<file path="src/hdl/swr_pkg.sv">
// Package for the sequence window repeat filter: field widths, register
// indexes, reset values and the command/status types between controller and datapath.
// No dependencies.
package swr_pkg;

    // Field widths
    localparam int SYM_W      = 8;
    localparam int TAG_W      = 16;
    localparam int POS_W      = 17;
    localparam int WL_W       = 6;
    localparam int LIM_W      = 5;

    // Configuration port
    localparam int CFG_IDX_W  = 2;
    localparam int CFG_DATA_W = 6;

    localparam logic [CFG_IDX_W-1:0] CFG_WINDOW_LENGTH = 2'd0;
    localparam logic [CFG_IDX_W-1:0] CFG_MIN_LENGTH    = 2'd1;
    localparam logic [CFG_IDX_W-1:0] CFG_RUN_LIMIT     = 2'd2;
    localparam logic [CFG_IDX_W-1:0] CFG_REPEAT_LIMIT  = 2'd3;

    // Register reset values
    localparam logic [WL_W-1:0]  RST_WINDOW_LENGTH = 6'd27;
    localparam logic [WL_W-1:0]  RST_MIN_LENGTH    = 6'd26;
    localparam logic [LIM_W-1:0] RST_RUN_LIMIT     = 5'd3;
    localparam logic [LIM_W-1:0] RST_REPEAT_LIMIT  = 5'd5;

    // Parameter defaults
    localparam int              DEF_MAX_WINDOW  = 32;
    localparam longint unsigned DEF_MAX_SEQ_LEN = 64'd65536;

    // Controller to datapath
    typedef struct packed {
        logic accept;   // input beat taken this cycle
        logic rd;       // issue next window read
        logic load;     // load the result into the output register
    } t_swr_cmd;

    // Datapath to controller
    typedef struct packed {
        logic emit;     // the offered character completes a window
        logic rd_last;  // the read being issued is the last of the window
        logic out_free; // output register can take a result this cycle
    } t_swr_sts;

endpackage

</file>
<file path="src/hdl/swr_if.sv">
// Stream interfaces for the input characters and the window results.
// Depends on swr_pkg.
interface swr_in_if;
    import swr_pkg::*;

    logic             valid;
    logic             ready;
    logic [SYM_W-1:0] symbol;
    logic             first_of_sequence;
    logic [TAG_W-1:0] sequence_tag;

    modport source (output valid, output symbol, output first_of_sequence,
                    output sequence_tag, input ready);
    modport sink   (input valid, input symbol, input first_of_sequence,
                    input sequence_tag, output ready);
endinterface

interface swr_out_if;
    import swr_pkg::*;

    logic             valid;
    logic             ready;
    logic [TAG_W-1:0] result_tag;
    logic [POS_W-1:0] window_start;
    logic [POS_W-1:0] window_end;
    logic             misprime;

    modport source (output valid, output result_tag, output window_start,
                    output window_end, output misprime, input ready);
    modport sink   (input valid, input result_tag, input window_start,
                    input window_end, input misprime, output ready);
endinterface

</file>
<file path="src/hdl/swr_ram.sv">
// Generic single-write, single-read RAM with registered read data.
// No dependencies.
module swr_ram #(
    parameter int WIDTH = 8,
    parameter int DEPTH = 32
) (
    input  logic                                     i_clk,
    input  logic                                     i_we,
    input  logic [(DEPTH > 1 ? $clog2(DEPTH) : 1)-1:0] i_waddr,
    input  logic [WIDTH-1:0]                         i_wdata,
    input  logic [(DEPTH > 1 ? $clog2(DEPTH) : 1)-1:0] i_raddr,
    output logic [WIDTH-1:0]                         o_rdata
);
    logic [WIDTH-1:0] r_mem [DEPTH];
    logic [WIDTH-1:0] r_rdata;

    // Write port and registered read port
    always_ff @(posedge i_clk) begin
        if (i_we) begin
            r_mem[i_waddr] <= i_wdata;
        end
        r_rdata <= r_mem[i_raddr];
    end

    assign o_rdata = r_rdata;
endmodule

</file>
<file path="src/hdl/swr_ctrl.sv">
// Controller for the sequence window repeat filter: steps each window scan.
// Depends on swr_pkg.
module swr_ctrl (
    input  logic              i_clk,
    input  logic              i_rst_n,
    input  logic              i_in_valid,
    output logic              o_in_ready,
    input  swr_pkg::t_swr_sts i_sts,
    output swr_pkg::t_swr_cmd o_cmd
);
    import swr_pkg::*;

    localparam logic [1:0] S_IDLE = 2'd0;  // waiting for a character
    localparam logic [1:0] S_SCAN = 2'd1;  // reading window characters
    localparam logic [1:0] S_LAST = 2'd2;  // last character in flight
    localparam logic [1:0] S_DONE = 2'd3;  // flag final, hand over result

    logic [1:0] r_state;
    logic [1:0] n_state;

    // Next state and commands; no beat is taken while reset is held
    always_comb begin
        n_state    = r_state;
        o_cmd      = '0;
        o_in_ready = 1'b0;
        case (r_state)
            S_IDLE: begin
                o_in_ready   = i_rst_n;
                o_cmd.accept = i_in_valid && i_rst_n;
                if (i_in_valid && i_sts.emit) begin
                    n_state = S_SCAN;
                end
            end
            S_SCAN: begin
                o_cmd.rd = 1'b1;
                if (i_sts.rd_last) begin
                    n_state = S_LAST;
                end
            end
            S_LAST: begin
                n_state = S_DONE;
            end
            S_DONE: begin
                if (i_sts.out_free) begin
                    o_cmd.load = 1'b1;
                    n_state    = S_IDLE;
                end
            end
            default: begin
                n_state = S_IDLE;
            end
        endcase
    end

    // State register
    always_ff @(posedge i_clk) begin
        if (!i_rst_n) begin
            r_state <= S_IDLE;
        end else begin
            r_state <= n_state;
        end
    end
endmodule

</file>
<file path="src/hdl/swr_dp.sv">
// Datapath for the sequence window repeat filter: registers, window store,
// position counter, run/repeat scan and output register.
// Depends on swr_pkg and swr_ram.
module swr_dp #(
    parameter int              MAX_WINDOW  = swr_pkg::DEF_MAX_WINDOW,
    parameter longint unsigned MAX_SEQ_LEN = swr_pkg::DEF_MAX_SEQ_LEN
) (
    input  logic                             i_clk,
    input  logic                             i_rst_n,
    input  logic                             i_cfg_we,
    input  logic [swr_pkg::CFG_IDX_W-1:0]    i_cfg_idx,
    input  logic [swr_pkg::CFG_DATA_W-1:0]   i_cfg_data,
    input  logic [swr_pkg::SYM_W-1:0]        i_symbol,
    input  logic                             i_first,
    input  logic [swr_pkg::TAG_W-1:0]        i_tag,
    input  logic                             i_out_ready,
    output logic                             o_out_valid,
    output logic [swr_pkg::TAG_W-1:0]        o_result_tag,
    output logic [swr_pkg::POS_W-1:0]        o_window_start,
    output logic [swr_pkg::POS_W-1:0]        o_window_end,
    output logic                             o_misprime,
    input  swr_pkg::t_swr_cmd                i_cmd,
    output swr_pkg::t_swr_sts                o_sts
);
    import swr_pkg::*;

    localparam int AW = (MAX_WINDOW > 1) ? $clog2(MAX_WINDOW) : 1;
    localparam int RW = (MAX_WINDOW > 1) ? $clog2(MAX_WINDOW) : 1;
    localparam int CW = $clog2(MAX_SEQ_LEN + 64'd1);
    localparam int XW = WL_W + 1;

    localparam logic [AW-1:0] PTR_LAST = AW'(MAX_WINDOW - 1);
    localparam logic [XW-1:0] MW_X     = XW'(MAX_WINDOW);
    localparam logic [CW-1:0] CNT_MAX  = CW'(MAX_SEQ_LEN);

    // Configuration registers
    logic [WL_W-1:0]  r_wl;
    logic [WL_W-1:0]  r_min;
    logic [LIM_W-1:0] r_run_lim;
    logic [LIM_W-1:0] r_rep_lim;

    always_ff @(posedge i_clk) begin
        if (!i_rst_n) begin
            r_wl      <= RST_WINDOW_LENGTH;
            r_min     <= RST_MIN_LENGTH;
            r_run_lim <= RST_RUN_LIMIT;
            r_rep_lim <= RST_REPEAT_LIMIT;
        end else if (i_cfg_we) begin
            case (i_cfg_idx)
                CFG_WINDOW_LENGTH: r_wl      <= i_cfg_data;
                CFG_MIN_LENGTH:    r_min     <= i_cfg_data;
                CFG_RUN_LIMIT:     r_run_lim <= i_cfg_data[LIM_W-1:0];
                CFG_REPEAT_LIMIT:  r_rep_lim <= i_cfg_data[LIM_W-1:0];
                default: ;
            endcase
        end
    end

    // Sequence position and write pointer
    logic [AW-1:0] r_wp;
    logic [CW-1:0] r_cnt;
    logic [AW-1:0] n_wp;
    logic [CW-1:0] cnt_base;
    logic [CW-1:0] n_cnt;
    logic          wl_ok;
    logic [XW-1:0] start_sum;
    logic [XW-1:0] start_idx;

    always_comb begin
        cnt_base  = i_first ? '0 : r_cnt;
        n_cnt     = (cnt_base < CNT_MAX) ? cnt_base + CW'(1) : cnt_base;
        n_wp      = (r_wp == PTR_LAST) ? '0 : r_wp + AW'(1);
        wl_ok     = (r_wl != '0) && (XW'(r_wl) <= MW_X) && (r_wl >= r_min);
        // oldest window character, modulo the store depth
        start_sum = XW'(n_wp) + MW_X - XW'(r_wl);
        start_idx = (start_sum >= MW_X) ? start_sum - MW_X : start_sum;
    end

    assign o_sts.emit = wl_ok && (n_cnt >= CW'(r_wl));

    always_ff @(posedge i_clk) begin
        if (!i_rst_n) begin
            r_wp  <= '0;
            r_cnt <= '0;
        end else if (i_cmd.accept) begin
            r_wp  <= n_wp;
            r_cnt <= n_cnt;
        end
    end

    // Window store
    logic [AW-1:0]    r_ra;
    logic [SYM_W-1:0] rd_data;

    swr_ram #(
        .WIDTH (SYM_W),
        .DEPTH (MAX_WINDOW)
    ) u_store (
        .i_clk   (i_clk),
        .i_we    (i_cmd.accept),
        .i_waddr (r_wp),
        .i_wdata (i_symbol),
        .i_raddr (r_ra),
        .o_rdata (rd_data)
    );

    // Read sequencing over the window
    logic [XW-1:0] r_rd_k;
    logic          r_rd_v;

    assign o_sts.rd_last = (r_rd_k + XW'(1)) == XW'(r_wl);

    always_ff @(posedge i_clk) begin
        if (i_cmd.accept) begin
            r_ra   <= AW'(start_idx);
            r_rd_k <= '0;
        end else if (i_cmd.rd) begin
            r_ra   <= (r_ra == PTR_LAST) ? '0 : r_ra + AW'(1);
            r_rd_k <= r_rd_k + XW'(1);
        end
    end

    always_ff @(posedge i_clk) begin
        if (!i_rst_n) begin
            r_rd_v <= 1'b0;
        end else begin
            r_rd_v <= i_cmd.rd;
        end
    end

    // Run and dinucleotide repeat scan, one character a cycle
    logic [SYM_W-1:0] r_h1, r_h2, r_h3;
    logic [1:0]       r_seen;
    logic [RW-1:0]    r_runs;
    logic [RW-1:0]    r_reps;
    logic             r_flag;
    logic             run_hit;
    logic             rep_hit;
    logic [XW-1:0]    runs_inc;
    logic [XW-1:0]    reps_inc;

    always_comb begin
        run_hit  = (r_seen != 2'd0) && (rd_data == r_h1);
        rep_hit  = (rd_data == r_h2) && (r_h1 == r_h3);
        runs_inc = XW'(r_runs) + XW'(1);
        reps_inc = XW'(r_reps) + XW'(1);
    end

    always_ff @(posedge i_clk) begin
        if (i_cmd.accept) begin
            r_seen <= '0;
            r_runs <= '0;
            r_reps <= '0;
            r_flag <= 1'b0;
        end else if (r_rd_v) begin
            r_h1 <= rd_data;
            r_h2 <= r_h1;
            r_h3 <= r_h2;
            if (r_seen != 2'd3) begin
                r_seen <= r_seen + 2'd1;
            end
            if (run_hit) begin
                r_runs <= RW'(runs_inc);
                if (runs_inc > XW'(r_run_lim)) begin
                    r_flag <= 1'b1;
                end
            end else begin
                r_runs <= '0;
            end
            // repeats only counted from the fourth character on
            if (r_seen == 2'd3) begin
                if (rep_hit) begin
                    r_reps <= RW'(reps_inc);
                    if (reps_inc > XW'(r_rep_lim)) begin
                        r_flag <= 1'b1;
                    end
                end else begin
                    r_reps <= '0;
                end
            end
        end
    end

    // Result fields captured at accept
    logic [TAG_W-1:0] r_tag;
    logic [CW-1:0]    r_end;
    logic [CW-1:0]    r_start;

    always_ff @(posedge i_clk) begin
        if (i_cmd.accept) begin
            r_tag   <= i_tag;
            r_end   <= n_cnt;
            r_start <= n_cnt - CW'(r_wl) + CW'(1);
        end
    end

    // Output register
    logic             r_out_v;
    logic [TAG_W-1:0] r_o_tag;
    logic [POS_W-1:0] r_o_start;
    logic [POS_W-1:0] r_o_end;
    logic             r_o_mis;

    assign o_sts.out_free = !r_out_v || i_out_ready;

    always_ff @(posedge i_clk) begin
        if (!i_rst_n) begin
            r_out_v <= 1'b0;
        end else if (i_cmd.load) begin
            r_out_v <= 1'b1;
        end else if (i_out_ready) begin
            r_out_v <= 1'b0;
        end
    end

    always_ff @(posedge i_clk) begin
        if (i_cmd.load) begin
            r_o_tag   <= r_tag;
            r_o_start <= POS_W'(r_start);
            r_o_end   <= POS_W'(r_end);
            r_o_mis   <= r_flag;
        end
    end

    assign o_out_valid    = r_out_v;
    assign o_result_tag   = r_o_tag;
    assign o_window_start = r_o_start;
    assign o_window_end   = r_o_end;
    assign o_misprime     = r_o_mis;
endmodule

</file>
<file path="src/hdl/sequence_window_repeat_filter_unit.sv">
// Sequence window repeat filter, top level: controller and datapath.
// A character that completes no window is taken and the input stays ready.
// A character that completes a window of window_length characters holds
// the input off while its window is scanned and then while the previous
// result still waits in the output register: the window store has one
// read port and the scan reads one character a cycle from it. The store
// needs no clearing after reset. Position fields saturate at MAX_SEQ_LEN.
// Depends on swr_pkg, swr_if, swr_ctrl and swr_dp.
module sequence_window_repeat_filter_unit #(
    parameter int              MAX_WINDOW  = swr_pkg::DEF_MAX_WINDOW,
    parameter longint unsigned MAX_SEQ_LEN = swr_pkg::DEF_MAX_SEQ_LEN
) (
    input  logic                           i_clk,
    input  logic                           i_rst_n,
    input  logic                           i_cfg_we,
    input  logic [swr_pkg::CFG_IDX_W-1:0]  i_cfg_idx,
    input  logic [swr_pkg::CFG_DATA_W-1:0] i_cfg_data,
    swr_in_if.sink                         i_in,
    swr_out_if.source                      o_out
);
    import swr_pkg::*;

    t_swr_cmd cmd;
    t_swr_sts sts;

    // Sequencing
    swr_ctrl u_ctrl (
        .i_clk      (i_clk),
        .i_rst_n    (i_rst_n),
        .i_in_valid (i_in.valid),
        .o_in_ready (i_in.ready),
        .i_sts      (sts),
        .o_cmd      (cmd)
    );

    // Storage, counting and scan
    swr_dp #(
        .MAX_WINDOW  (MAX_WINDOW),
        .MAX_SEQ_LEN (MAX_SEQ_LEN)
    ) u_dp (
        .i_clk          (i_clk),
        .i_rst_n        (i_rst_n),
        .i_cfg_we       (i_cfg_we),
        .i_cfg_idx      (i_cfg_idx),
        .i_cfg_data     (i_cfg_data),
        .i_symbol       (i_in.symbol),
        .i_first        (i_in.first_of_sequence),
        .i_tag          (i_in.sequence_tag),
        .i_out_ready    (o_out.ready),
        .o_out_valid    (o_out.valid),
        .o_result_tag   (o_out.result_tag),
        .o_window_start (o_out.window_start),
        .o_window_end   (o_out.window_end),
        .o_misprime     (o_out.misprime),
        .i_cmd          (cmd),
        .o_sts          (sts)
    );
endmodule

</file>
<file path="src/flat_wrapper.sv">
// flat-port wrapper written by rule: the top's interface ports become plain ports
module sequence_window_repeat_filter_unit_flat import swr_pkg::*;
#(
    parameter int              MAX_WINDOW  = swr_pkg::DEF_MAX_WINDOW,
    parameter longint unsigned MAX_SEQ_LEN = swr_pkg::DEF_MAX_SEQ_LEN
)
  (i_clk, i_rst_n, i_cfg_we, i_cfg_idx, i_cfg_data, i_in_valid, i_in_symbol, i_in_first_of_sequence, i_in_sequence_tag, i_in_ready, o_out_valid, o_out_result_tag, o_out_window_start, o_out_window_end, o_out_misprime, o_out_ready);
  swr_in_if i_in_i ();
  swr_out_if o_out_i ();
  input  logic i_clk;
  input  logic i_rst_n;
  input  logic i_cfg_we;
  input  logic [swr_pkg::CFG_IDX_W-1:0] i_cfg_idx;
  input  logic [swr_pkg::CFG_DATA_W-1:0] i_cfg_data;
  input wire logic [$bits(i_in_i.valid)-1:0] i_in_valid;
  input wire logic [$bits(i_in_i.symbol)-1:0] i_in_symbol;
  input wire logic [$bits(i_in_i.first_of_sequence)-1:0] i_in_first_of_sequence;
  input wire logic [$bits(i_in_i.sequence_tag)-1:0] i_in_sequence_tag;
  output wire logic [$bits(i_in_i.ready)-1:0] i_in_ready;
  output wire logic [$bits(o_out_i.valid)-1:0] o_out_valid;
  output wire logic [$bits(o_out_i.result_tag)-1:0] o_out_result_tag;
  output wire logic [$bits(o_out_i.window_start)-1:0] o_out_window_start;
  output wire logic [$bits(o_out_i.window_end)-1:0] o_out_window_end;
  output wire logic [$bits(o_out_i.misprime)-1:0] o_out_misprime;
  input wire logic [$bits(o_out_i.ready)-1:0] o_out_ready;
  assign i_in_i.valid = i_in_valid;
  assign i_in_i.symbol = i_in_symbol;
  assign i_in_i.first_of_sequence = i_in_first_of_sequence;
  assign i_in_i.sequence_tag = i_in_sequence_tag;
  assign i_in_ready = i_in_i.ready;
  assign o_out_valid = o_out_i.valid;
  assign o_out_result_tag = o_out_i.result_tag;
  assign o_out_window_start = o_out_i.window_start;
  assign o_out_window_end = o_out_i.window_end;
  assign o_out_misprime = o_out_i.misprime;
  assign o_out_i.ready = o_out_ready;
  sequence_window_repeat_filter_unit #(.MAX_WINDOW(MAX_WINDOW), .MAX_SEQ_LEN(MAX_SEQ_LEN)) u_core (.i_clk(i_clk), .i_rst_n(i_rst_n), .i_cfg_we(i_cfg_we), .i_cfg_idx(i_cfg_idx), .i_cfg_data(i_cfg_data), .i_in(i_in_i), .o_out(o_out_i));
endmodule
</file>
<file path="config.mk">
export PLATFORM = sky130hd
export DESIGN_NAME = sequence_window_repeat_filter_unit_flat
export DESIGN_NICKNAME = d
export VERILOG_FILES = /design/src/hdl/swr_pkg.sv /design/src/hdl/swr_if.sv /design/src/hdl/swr_ram.sv /design/src/hdl/swr_ctrl.sv /design/src/hdl/swr_dp.sv /design/src/hdl/sequence_window_repeat_filter_unit.sv /design/src/flat_wrapper.sv
export SDC_FILE = /design/constraint.sdc
export NUM_CORES = 1
export LEC_CHECK = 0
export BUFFER_PORTS_ARGS = -buffer_cell sky130_fd_sc_hd__buf_2
export CAP_MARGIN = 20
export CORE_MARGIN = 3
export CORE_UTILIZATION = 30
export DETAILED_ROUTE_END_ITERATION = 16
export MAX_ROUTING_LAYER = met4
export SETUP_SLACK_MARGIN = 0.3
export SYNTH_ARGS = -nofsm -noshare
export SYNTH_HDL_FRONTEND = slang
export SYNTH_SLANG_ARGS = --single-unit
</file>
<file path="constraint.sdc">
create_clock -name i_clk -period 4.2 [get_ports i_clk]
set_input_delay 1.05 -clock i_clk [delete_from_list [all_inputs] [get_ports i_clk]]
set_output_delay 1.05 -clock i_clk [all_outputs]
set_load 0.05 [all_outputs]
</file>
Yosys cells after proc, flatten, opt, wreduce, memory -nomap -nowiden

Memory sizes are Yosys's and may differ from the RTL's. A register that Yosys moved wholly into a read port is not among the register bits.
Index checks and enable logic that the tools add are counted.

Register bits: 198
Latch bits: 0
RAM bits: 256
Memory bits (read-only): 0
Bits of input ports: 38
Output and inout bits: 53
Logic and storage cells: 113
Memories: 1

Add/sub/neg operators: 12
$mul: 0
Divide/modulo/power cells: 0
Order comparisons: 7
Eq/ne operators: 17
Shift-type cells: 0
Multiplexer cells: 27
Bitwise logic cells: 1
Reductions and logical operators: 23

Memories:

| name                      | depth | bits a word | rd ports | clocked after Yosys merged registers in | write ports | line          | RTL |
|---|---|---|---|---|---|---|---|
| u_core.u_dp.u_store.r_mem | 32    | 8           | 1        | 1                                       | 1           | swr_ram.sv:14 | `logic [WIDTH-1:0] r_mem [DEPTH];` |

Operators by type and width:

| cell                    | count |
|---|---|
| $mux W5                 | 7 |
| $add A17 B1 Y17 const B | 2 |
| $mux W17                | 2 |
| $eq A8 B8 Y1            | 3 |
| $ge A17 B6 Y1           | 1 |
| $lt A17 B17 Y1 const B  | 1 |
| $sub A17 B6 Y17         | 1 |
| $mux W1                 | 14 |
| $reduce_and A2 Y1       | 7 |
| $add A5 B1 Y6 const B   | 2 |
| $gt A6 B5 Y1            | 2 |
| $add A5 B1 Y5 const B   | 2 |
| $eq A2 B2 Y1 const B    | 5 |
| $eq A5 B5 Y1 const B    | 2 |
| $pmux W2 S4             | 1 |
| $add A5 B6 Y7 const B   | 1 |
| $add A7 B1 Y7 const B   | 1 |
| $eq A7 B6 Y1            | 1 |
| $ge A7 B6 Y1 const B    | 1 |
| $logic_and A1 B1 Y1     | 7 |
| $sub A7 B6 Y7           | 1 |
| $ge A6 B6 Y1            | 1 |
| $le A6 B6 Y1 const B    | 1 |
| $mux W2                 | 3 |
| other kinds (12)        | 18 |

Longest topological paths before layout

Gate-level depths: netlist of the first run.

Depth after elaboration: 8
Depth in mapped cells: 18
Depth with buffers taken out: 16

Hierarchy

Synthesis of the first run repeated with hierarchy kept, for this count alone.

Cells, all modules: 1204
Area total of the unflattened synthesis: 19437.4 sq um

By module, submodules not included:

| module   | instances | cells an instance | area each (sq um) |
|---|---|---|---|
| swr_ram  | 1         | 417               | 10053.4 |
| swr_dp   | 1         | 765               | 9197.6 |
| swr_ctrl | 1         | 22                | 186.4 |

Least setup slack after synthesis of the first run

OpenSTA, ideal clock, no wires.

Path type: input to register
Start point: input port i_in_first_of_sequence
End point: register u_core.u_dp.r_start[15], data pin
Setup time: 0.264 ns
Arrival time: 4.253 ns
Data required time: 3.936 ns
Path slack: -0.316 ns
Stages: 18
Buffers on the path: 2
Cells stage by stage: buf_2 clkbuf_1 nor2b_1 ha_1 mux2i_1 inv_1 ha_1 inv_1 ha_1 inv_1 fa_1 nand2b_1 a21oi_1 a221oi_1 o311ai_1 a21oi_1 o311ai_1 xnor2_1

Word-level cells in the longest chain between the ends: 5

Ends and longest elaborated chain:

| item                                                     | line               | RTL |
|---|---|---|
| start: declaration                                       | flat_wrapper.sv:17 | `input wire logic [$bits(i_in_i.first_of_sequence)-1:0] i_in_first_of_sequence;` |
| $mux W17 (*)                                             | swr_dp.sv:70       | `cnt_base = i_first ? '0 : r_cnt;` |
| $add A17 B1 Y17 / $lt A17 B17 Y1 (equally long branches) | swr_dp.sv:71       | `n_cnt = (cnt_base < CNT_MAX) ? cnt_base + CW'(1) : cnt_base;` |
| $mux W17 (*)                                             | swr_dp.sv:71       |  |
| via u_core.u_dp.n_cnt[1]                                 | swr_dp.sv:64       | `logic [CW-1:0] n_cnt;` |
| $sub A17 B6 Y17 (*)                                      | swr_dp.sv:193      | `r_start <= n_cnt - CW'(r_wl) + CW'(1);` |
| $add A17 B1 Y17 (*)                                      | swr_dp.sv:193      |  |
| end signal: assignment                                   | swr_dp.sv:193      |  |
| end: declaration                                         | swr_dp.sv:187      | `logic [CW-1:0] r_start;` |

Mark *: on every way through the listed nets, which the timed path passes. The rest lies on a longest branch.
A chain may end at the register's enable or synchronous reset.

Worst setup path after layout of the first run

Start point: input port i_in_first_of_sequence
End point: register u_core.u_dp.r_start[13], data pin

The elaborated chain is that of the path after synthesis.

==> results of run 1 <==
[where the power goes]
group          switching (mW)  internal, mW  leakage [nW]  total [mW]
clock network            1.77          2.69         0.820        4.46
logic                   0.312         0.196          3.18       0.508
registers              0.0417          5.01          4.08        5.05
total                    2.13          7.89          8.09        10.0
[final timing paths]
path	end	cells after the start	start
max	u_core.u_dp.r_start[13]$_DFFE_PP_	18	i_in_first_of_sequence
min	u_core.u_dp.o_window_end[14]$_DFFE_PP_	0	u_core.u_dp.r_end[14]$_DFFE_PP_
max reg2reg	u_core.u_dp.r_start[13]$_DFFE_PP_	15	u_core.u_dp.r_cnt[16]$_SDFFE_PN0P_
min reg2reg	u_core.u_dp.o_window_end[14]$_DFFE_PP_	0	u_core.u_dp.r_end[14]$_DFFE_PP_
[cell usage in the layout (no fill, tap or decap), drive strengths merged, types with 5 or more instances in the layout]
cell and n:
a21o 5, a21oi 40, and3 8, buf 129, bufinv 7, clkbuf 64
clkinv 16, dfxtp 76, edfxtp 386, ha 71, inv 65, mux2i 71
mux4 40, nand2 86, nand2b 10, nand3 43, nand3b 9, nand4 10
nor2 71, nor2b 24, nor3 10, nor4 5, o211ai 5, o21ai 51
o221ai 33, o22ai 14, or2 6, or3 8, xnor2 38, xor2 36
[registers in the layout (all words and copies together) (netlist names), 7 cells and up]
signal and cells:
u_core.u_dp.r_tag 16, u_core.u_dp.r_rd_k 7, u_core.u_dp.o_window_end 17, u_core.u_dp.r_h3 8
u_core.u_dp.r_end 17, u_core.u_dp.r_h1 8, u_core.u_dp.o_window_start 17, u_core.u_dp.r_cnt 17
u_core.u_dp.r_h2 8, u_core.u_dp.u_store.o_rdata 8, u_core.u_dp.u_store.r_mem 256, u_core.u_dp.r_start 17
u_core.u_dp.o_result_tag 16
[cell families after synthesis]
| group | Yosys count | share of synthesized area, % |
|---|---|---|
| adder cells (fa/ha/maj) | 74 | 4.86 |
| AO/OA/AOI/OAI | 177 | 6.13 |
| buffers and inverters | 114 | 2.33 |
| AND/OR/NAND/NOR | 304 | 7.86 |
| flip-flops | 462 | 67.2 |
| multiplexers | 111 | 8.34 |
| XOR/XNOR | 74 | 3.32 |
[cells in the mapped netlist, types with 32 or more instances]
library cell / instances
o221ai_1: 32
a21oi_1: 38
xor2_1: 36
nor2_1: 70
dfxtp_1: 76
clkbuf_1: 33
mux4_2: 40
nand3_1: 42
ha_1: 71
edfxtp_1: 386
nand2_1: 86
xnor2_1: 38
mux2i_1: 69
inv_1: 61
[worst max-delay path: cells and delay by family]
| family | cells | cell delay, ns |
|---|---|---|
| adders and majority gates | 4 | 1.01 |
| xor gates and xnor gates | 1 | 0.09 |
| muxes | 1 | 0.21 |
| and+or+nand+nor | 2 | 0.26 |
| buffers and inverters | 5 | 0.51 |
| AOI/OAI and AO/OA | 5 | 0.88 |
[final cells by class]
class,instances,share of cell area (%)
multi-input cells,740,26.3
clock inverters,25,1.60
clock buffers,64,5.81
inverters,65,1.07
flip-flops and latches,462,57.2
well taps,846,4.62
repair buffers,129,3.38
[through the flow]
stage	total power, mW	hold slack [ns]	setup TNS [ns]	cell area [sq um]
5_1_grt	10.4	0.417	0	22900
4_1_cts	10.1	0.413	0	22900
6_report	10.0	0.411	0	22900
3_5_place_dp	5.66	0.405	-0.417	21200
3_3_place_gp	5.65	0.401	-0.239	21200
2_1_floorplan	5.46	0.400	-0.0310	19600
[per-layer routing]
metal	up-vias	global-route usage (%)	part of all wire (%)
met5	-	-	0
met4	0	2.69	1.5
met3	49	1.91	5.0
met2	261	19.2	47
met1	5474	16.4	47
li1	5222	-	-
==> flow_summary.ini, run 1 <==
[layout]
diodes = 0
area.sequential_sq_mm = 0.0131
fin_nets = 1558
stdcell_count = 2331
final_util_pct = 36.0
fillers = 6105
syn_to_final_growth_pct = 17.4
drive_above_1_share_pct = 19.4
multi_input_area_sq_mm = 0.00604

[place]
dp_cells = 2241
pre_cts_ws_ns = -0.133
place_congestion = 0.779
dp_hpwl_um = 25900
port_buffers = 90

[grt]
grt_max_degree = 92
grt_pass1_wl_um = 63200
grt_use_total_pct = 12.1
grt_overflow = 0
grt_pass1_vias = 11000
antenna_found_initial = 0

[worst_setup_path]
crit_path_cell_trace = buf_2 > nor2b_1 > ha_1 > mux2i_2 > inv_1 > ha_4 > inv_2 > ha_4 > inv_2 > fa_2 > nand2b_4 > a21oi_4 > a221oi_2 > o311ai_1 > a21oi_2 > buf_4 > a21oi_1 > xnor2_1
endpoint_kind = flop
crit_path_top_delay_cell = fa_2
required_ns = 4.52
worst_setup_path_start_kind = primary input
arrival_ns = 4.00
cpPeakStageDelay_ns = 0.38
crit_type = in2reg
crit_path_max_fanout = 4
reg2reg_slack_ns = 0.57

[synth]
ys_top_cells_by_area = edfxtp_1 59%, dfxtp_1 7.8%, mux4_2 4.6%
synth_async_sr_flop_share_pct = 0
yosys_warnings = 0
ys_types = 72
synth_seq_cells = 462
syn_nets = 1428
synth_area_per_cell_sq_um = 14.8
synth_edf_count = 386
synth_top_area_share_pct = 59.4
netlist_area_sq_mm = 0.0195
ys_seq_area_share_pct = 67.2
syn_inst = 1316
yosys_most_used_dff = edfxtp_1
yosys.area.top_type = edfxtp_1

[routing]
drtAntennaViolNets = 0
first_pass_iters = 4
drtIter0Drc = 801
drc = 0
dr_total_vias = 11000
wl_um = 40200
vias_per_cell = 4.72
wire_per_inst_um = 17.3

[run_status]
status = finished clean

[clock_network]
worstSkewPairLatency_ns = 0.60
clock_path_buffers = 3
cts_hold_buffers = 0
clk_pin_slew_ns = 0.06
htree_num_levels = 2
root_buffer = clkbuf_16
ctsResizeCount = 0
cts.sinks = 462
post-cts-setup-buffers = 0
numCtsBuffers = 48
cts_tree = done

[power_and_ir_drop]
p_per_area_mw_per_mm2 = 437
vdd_ir_drop_max_mv = 0.310
p_leak_nw = 8.09

[sta]
setup_violations = 0
max_freq_ghz = 0.272
slew_viol_final = 0
fin_skew_ns = 0.0397
rsz0062_at_grt = false
fin_crit_ns = 3.68
finalHoldViolations = 0
relSlewSlack_pct = 39.7
setup_ws_ns = 0.518
final.period_utilization_pct = 87.7
tightest_slew_ns = 0.902

[floorplanning]
core.rowCount = 92
io_pins = 91
coreArea_sq_mm = 0.0638
die_h_um = 261
die-area_sq_mm = 0.0682
initial_core_util_pct = 30.6
die_x_um = 261

[hold_path]
holdCritPathClass = reg2reg

[flow_run]
maxCapViolCount = 0
(Power assumes the default switching activity.)
==> run 2: changes to the inputs <==
Clock period 4.2 ns to 3.4 ns, I/O delays scaled along.
==> flow_summary.ini, run 2 (synthesis results as in run 1) <==
[run_status]
status = finished clean

[worst_setup_path]
arrival_ns = 3.60
reg2reg_slack_ns = 0.15
crit_path_max_fanout = 4
crit_type = in2reg
worst_setup_path_start_kind = primary input
required_ns = 3.73
endpoint_kind = flop

[routing]
drtAntennaViolNets = 0
drc = 0
wire_per_inst_um = 17.5
wl_um = 42400
first_pass_iters = 5
dr_total_vias = 11400
vias_per_cell = 4.73
drtIter0Drc = 953

[grt]
antenna_found_initial = 2
grt_overflow = 0
grt_pass1_vias = 11600
grt_max_degree = 57
grt_pass1_wl_um = 65900
grt_use_total_pct = 12.8

[power_and_ir_drop]
p_switching_mw = 2.69
p_seq_share_pct = 50.7
p_clk_share_pct = 43.7
p_int_mw = 9.62
p_comb_share_pct = 5.6
p_per_area_mw_per_mm2 = 516
p_leak_nw = 8.58
vdd_ir_drop_max_mv = 0.343
swShare_pct = 21.8

[sta]
relSlewSlack_pct = 40.0
max_freq_ghz = 0.306
fin_crit_ns = 3.27
setup_ws_ns = 0.130
finalHoldViolations = 0
slew_viol_final = 0
final.period_utilization_pct = 96.2
fin_skew_ns = 0.0327
rsz0062_at_grt = true
setup_violations = 0
tightest_slew_ns = 0.899

[place]
pre_cts_ws_ns = -0.741
port_buffers = 90
place_congestion = 0.814
placed_area_sq_mm = 0.0218
dp_hpwl_um = 27500

[hold_path]
holdCritPathClass = reg2reg

[clock_network]
worstSkewPairLatency_ns = 0.61
root_buffer = clkbuf_16
htree_num_levels = 2
cts.sinks = 462
cts_tree = done
clk_pin_slew_ns = 0.06
clock_path_buffers = 3
numCtsBuffers = 48

[floorplanning]
initial_core_util_pct = 30.6
die_h_um = 261
die-area_sq_mm = 0.0682
die_x_um = 261
io_pins = 91
core.rowCount = 92
coreArea_sq_mm = 0.0638

[layout]
diodes = 0
largest_register_ffs = 256
fin_nets = 1646
drive_above_1_share_pct = 26.2
fin_area_sq_mm = 0.0238
largest_register = u_core.u_dp.u_store.r_mem
final_cell_mix = 386 x edfxtp_1, 121 x buf_4, 89 x buf_2
syn_to_final_growth_pct = 22.2
final_common_cell = edfxtp_1

[flow_run]
maxCapViolCount = 0
-- run 2: cell count changes in the layout (fill, tap and decap cells not counted), sizes merged --
cell	change
buf	+88
clkinv	+4
clkbuf	-3
bufinv	-1
clkinvlp	+1
inv	-1
-- run 2: what timing repair did --
action / in CTS / in global routing
setup buffers: 13 / 3
pin swaps: 34 / 9
gates cloned: 0 / 0
hold buffers: 0 / 0
setup endpoints to repair: 6 / 7
resized for setup: 38 / 22
-- run 2: final cells by class --
type                            instances  area [sq um]
Timing Repair Buffer                  217          1460
Inverter                               65           245
Fill cell                            6019         39900
Clock buffer                           61          1280
Multi-Input combinational cell        740          6320
Clock inverter                         28           369
Sequential cell                       462         13100
Tap cell                              846          1060
-- run 2: path summary, 6_finish.rpt --
kind,start,depth (start not counted),endpoint
max reg2reg,u_core.u_dp.r_cnt[1]$_SDFFE_PN0P_,16,u_core.u_dp.r_start[15]$_DFFE_PP_
max,i_in_first_of_sequence,17,u_core.u_dp.r_start[15]$_DFFE_PP_
min reg2reg,u_core.u_dp.r_end[16]$_DFFE_PP_,0,u_core.u_dp.o_window_end[16]$_DFFE_PP_
min,u_core.u_dp.r_end[16]$_DFFE_PP_,0,u_core.u_dp.o_window_end[16]$_DFFE_PP_
-- run 2: layer usage --
metal	global-route usage [%]	vias up	wire length, um
met4	3.59	0	884
met2	19.9	263	19700
met3	2.45	73	2300
li1	-	5410	-
met1	17.1	5703	19500
met5	-	-	0
-- run 2: per-stage QoR --
| stage | setup TNS (ns) | cells | hold WS, ns | util, % | total power [mW] |
|---|---|---|---|---|---|
| after floorplan | -3.12 | 1316 | 0.400 | - | 6.75 |
| after global placement | -3.98 | 2314 | 0.400 | 34.1 | 7.01 |
| after detailed placement | -4.66 | 2314 | 0.405 | 34.1 | 7.02 |
| after CTS | 0 | 2416 | 0.398 | 37.2 | 12.4 |
| after global routing | -0.0236 | 2419 | 0.407 | 37.4 | 12.8 |
| final | 0 | 2419 | 0.416 | 37.4 | 12.3 |
-- run 2: worst max-delay path, stage by stage --
cell	delay [ns]
buf_4	0.14
nor2b_4	0.13
ha_4	0.16
buf_6	0.12
nand3b_4	0.09
mux2i_4	0.16
nor2_4	0.07
ha_4	0.30
inv_2	0.04
fa_2	0.34
nand2b_4	0.16
a21oi_4	0.15
a221oi_4	0.09
o311ai_2	0.31
a21oi_2	0.12
o311ai_2	0.26
xnor2_1	0.11
-- run 2: power groups by stage --
stage	Sequential [mW]	Combinational [mW]	Clock, mW
3_5_place_dp	6.36	0.656	0
3_3_place_gp	6.36	0.645	0
5_1_grt	6.25	0.749	5.76
2_1_floorplan	6.34	0.407	0
6_report	6.24	0.685	5.38
4_1_cts	6.24	0.683	5.52
==> run 3: changes to the inputs <==
Settings changed: CORE_UTILIZATION 30 to 61, PLACE_DENSITY set to 0.79, SYNTH_HIERARCHICAL set to 1.
==> flow_summary.ini, run 3 <==
[grt]
grt_use_total_pct = 25.0
grt_pass1_wl_um = 62900
grt_pass1_vias = 11300
grt_max_degree = 107
antenna_found_initial = 0
grt_overflow = 0

[layout]
fin_nets = 1527
largest_register_ffs = 256
stdcell_count = 1853
final_common_cell = edfxtp_1
final_cell_mix = 386 x edfxtp_1, 106 x buf_4, 89 x buf_2
largest_register = u_core/u_dp/u_store/r_mem
diodes = 0
syn_to_final_growth_pct = 18.9
drive_above_1_share_pct = 30.7
final_util_pct = 74.6
fillers = 1788

[worst_setup_path]
cp.buffers_inverters = 3
cp-endpoint = u_core/u_dp/r_start[16]$_DFFE_PP_
endpoint_kind = flop
crit_cells = 15
crit_type = in2reg
crit_path_max_fanout = 6
crit_path_cell_trace = buf_12 > nor2b_4 > ha_4 > nand4b_1 > xor2_1 > nor2_2 > inv_1 > fa_2 > buf_4 > o41ai_4 > o2111a_1 > o21ai_2 > a21oi_2 > o32ai_1 > and4bb_1
r2r_cells = 13
arrival_ns = 3.63
cp_top_family = compound AO/OA/AOI/OAI gates
worst_setup_path_start_kind = primary input
timing.rr.end = u_core/u_dp/r_start[16]$_DFFE_PP_
reg2reg_slack_ns = 0.12
r2r_start = u_core/u_dp/r_cnt[4]$_SDFFE_PN0P_
crit_path_top_delay_cell = fa_2
required_ns = 3.71
cpPeakStageDelay_ns = 0.57
setup.worst_path.start = i_in_first_of_sequence

[floorplanning]
initial_core_util_pct = 62.7
die_h_um = 185
die_x_um = 185
io_pins = 91
die-area_sq_mm = 0.0340
core.rowCount = 64
coreArea_sq_mm = 0.0310

[synth]
netlist_top_cells_count = 386 x edfxtp_1, 86 x nor2_1, 80 x mux4_2
synth_top_area_share_pct = 59.6
syn_inst = 1204
ys_top_cells_by_area = edfxtp_1 60%, mux4_2 9.3%, dfxtp_1 7.8%
synth_seq_cells = 462
synth_async_sr_flop_share_pct = 0
synth.most_common_cell = edfxtp_1
synth_area_per_cell_sq_um = 16.1
syn_nets = 1311
netlist_area_sq_mm = 0.0194
synth_edf_count = 386
yosys_most_used_dff = edfxtp_1
yosys_warnings = 6
yosys.area.top_type = edfxtp_1
ys_types = 69
ys_seq_area_share_pct = 67.5

[place]
pre_cts_ws_ns = -0.675
dp_cells = 1755
port_buffers = 90
place_congestion = 0.878
dp_hpwl_um = 26000

[clock_network]
cts_tree = done
numCtsBuffers = 46
worstSkewPairLatency_ns = 0.57
cts.sinks = 462
root_buffer = clkbuf_16
clk_pin_slew_ns = 0.06
clock_path_buffers = 3
htree_num_levels = 2
cts_hold_buffers = 0

[routing]
first_pass_iters = 6
vias_per_cell = 5.97
drc = 0
drtAntennaViolNets = 0
drtIter0Drc = 986
wl_um = 40900
wire_per_inst_um = 22.1
dr_total_vias = 11100

[sta]
slew_viol_final = 0
tightest_slew_ns = 1.07
setup_ws_ns = 0.0827
setup_tns_ns = 0
fin_crit_ns = 3.32
rsz0062_at_grt = true
fin_skew_ns = 0.0195
relSlewSlack_pct = 28.1
max_freq_ghz = 0.301
finalHoldViolations = 0
setup_violations = 0
final.period_utilization_pct = 97.6

[power_and_ir_drop]
p_comb_share_pct = 14.2
vdd_ir_drop_max_mv = 0.523
p_seq_share_pct = 49.1
p_per_area_mw_per_mm2 = 580
p_leak_nw = 8.22
p_int_mw = 10.2
p_switching_mw = 3.20
p_total_mw = 13.4
swShare_pct = 23.9
p_clk_share_pct = 36.7

[flow_run]
maxCapViolCount = 0

[hold_path]
holdCritPathClass = reg2reg

[run_status]
status = finished clean
==> run 3: changes by cell type after synthesis, sizes merged, moves of 31 or more <==
cell and change:
mux2i -31, o221ai -32, o21ai -33, nand2 -41, mux4 +40
==> run 3: per-stage QoR <==
step	hold WS (ns)	area (sq um)
6_report	0.415	23100
4_1_cts	0.415	22800
2_1_floorplan	0.400	19600
3_3_place_gp	0.401	21200
5_1_grt	0.421	23100
3_5_place_dp	0.405	21200
==> run 3: cell type report <==
| cell class | count | area (sq um) | share of cell area [%] |
|---|---|---|---|
| Clock buffer | 63 | 1250 | 5.39 |
| Sequential cell | 462 | 13100 | 56.8 |
| Timing Repair Buffer | 208 | 1430 | 6.20 |
| Inverter | 60 | 228 | 0.986 |
| Clock inverter | 22 | 225 | 0.975 |
| Tap cell | 396 | 495 | 2.14 |
| Multi-Input combinational cell | 642 | 6350 | 27.5 |
==> run 3: layer usage <==
layer	track usage (%)	share of wire, %
met1	32.1	40
met2	42.2	51
met3	3.59	6.8
met4	7.02	2.4
met5	-	0
==> run 3: repair_timing <==
item | in CTS | in global routing
endpoints found under the setup margin | 8 | 8
pin swaps | 26 | 25
buffers inserted | 4 | 9
resized for setup | 24 | 55
cloned | 0 | 0
==> run 3: cells by family after synthesis <==
logic type               Yosys count  synth area share, %
buffers and inverters            100                 2.14
AND/OR/NAND/NOR                  275                 7.29
AO/OA/AOI/OAI                     92                 3.13
XOR/XNOR                          77                 3.57
multiplexers                     129                 11.9
adder cells (fa/ha/maj)           69                 4.56
flip-flops                       462                 67.5
==> run 3: worst min path at each step <==
| stage | start | to | slack [ns] | cells past startpoint |
|---|---|---|---|---|
| 2_1_floorplan | u_core/u_dp/r_tag[0]$_DFFE_PP_ | u_core/u_dp/o_result_tag[0]$_DFFE_PP_ | 0.40 | 0 |
| 3_3_place_gp | u_core/u_dp/r_tag[14]$_DFFE_PP_ | u_core/u_dp/o_result_tag[14]$_DFFE_PP_ | 0.40 | 0 |
| 3_5_place_dp | u_core/u_dp/r_end[12]$_DFFE_PP_ | u_core/u_dp/o_window_end[12]$_DFFE_PP_ | 0.40 | 0 |
| 4_1_cts | u_core/u_dp/r_end[12]$_DFFE_PP_ | u_core/u_dp/o_window_end[12]$_DFFE_PP_ | 0.42 | 0 |
| 5_1_grt | u_core/u_dp/r_start[7]$_DFFE_PP_ | u_core/u_dp/o_window_start[7]$_DFFE_PP_ | 0.42 | 0 |
| 6_report | u_core/u_dp/r_end[12]$_DFFE_PP_ | u_core/u_dp/o_window_end[12]$_DFFE_PP_ | 0.41 | 0 |
==> run 3: power by group through the flow <==
stage	combinational [mW]	sequential, mW	clock, mW
detailed placement	1.86	6.70	0
CTS	1.90	6.58	5.02
finish	1.90	6.58	4.92
global route	2.04	6.60	5.23
floorplan	1.31	6.59	0
global placement	1.80	6.68	0
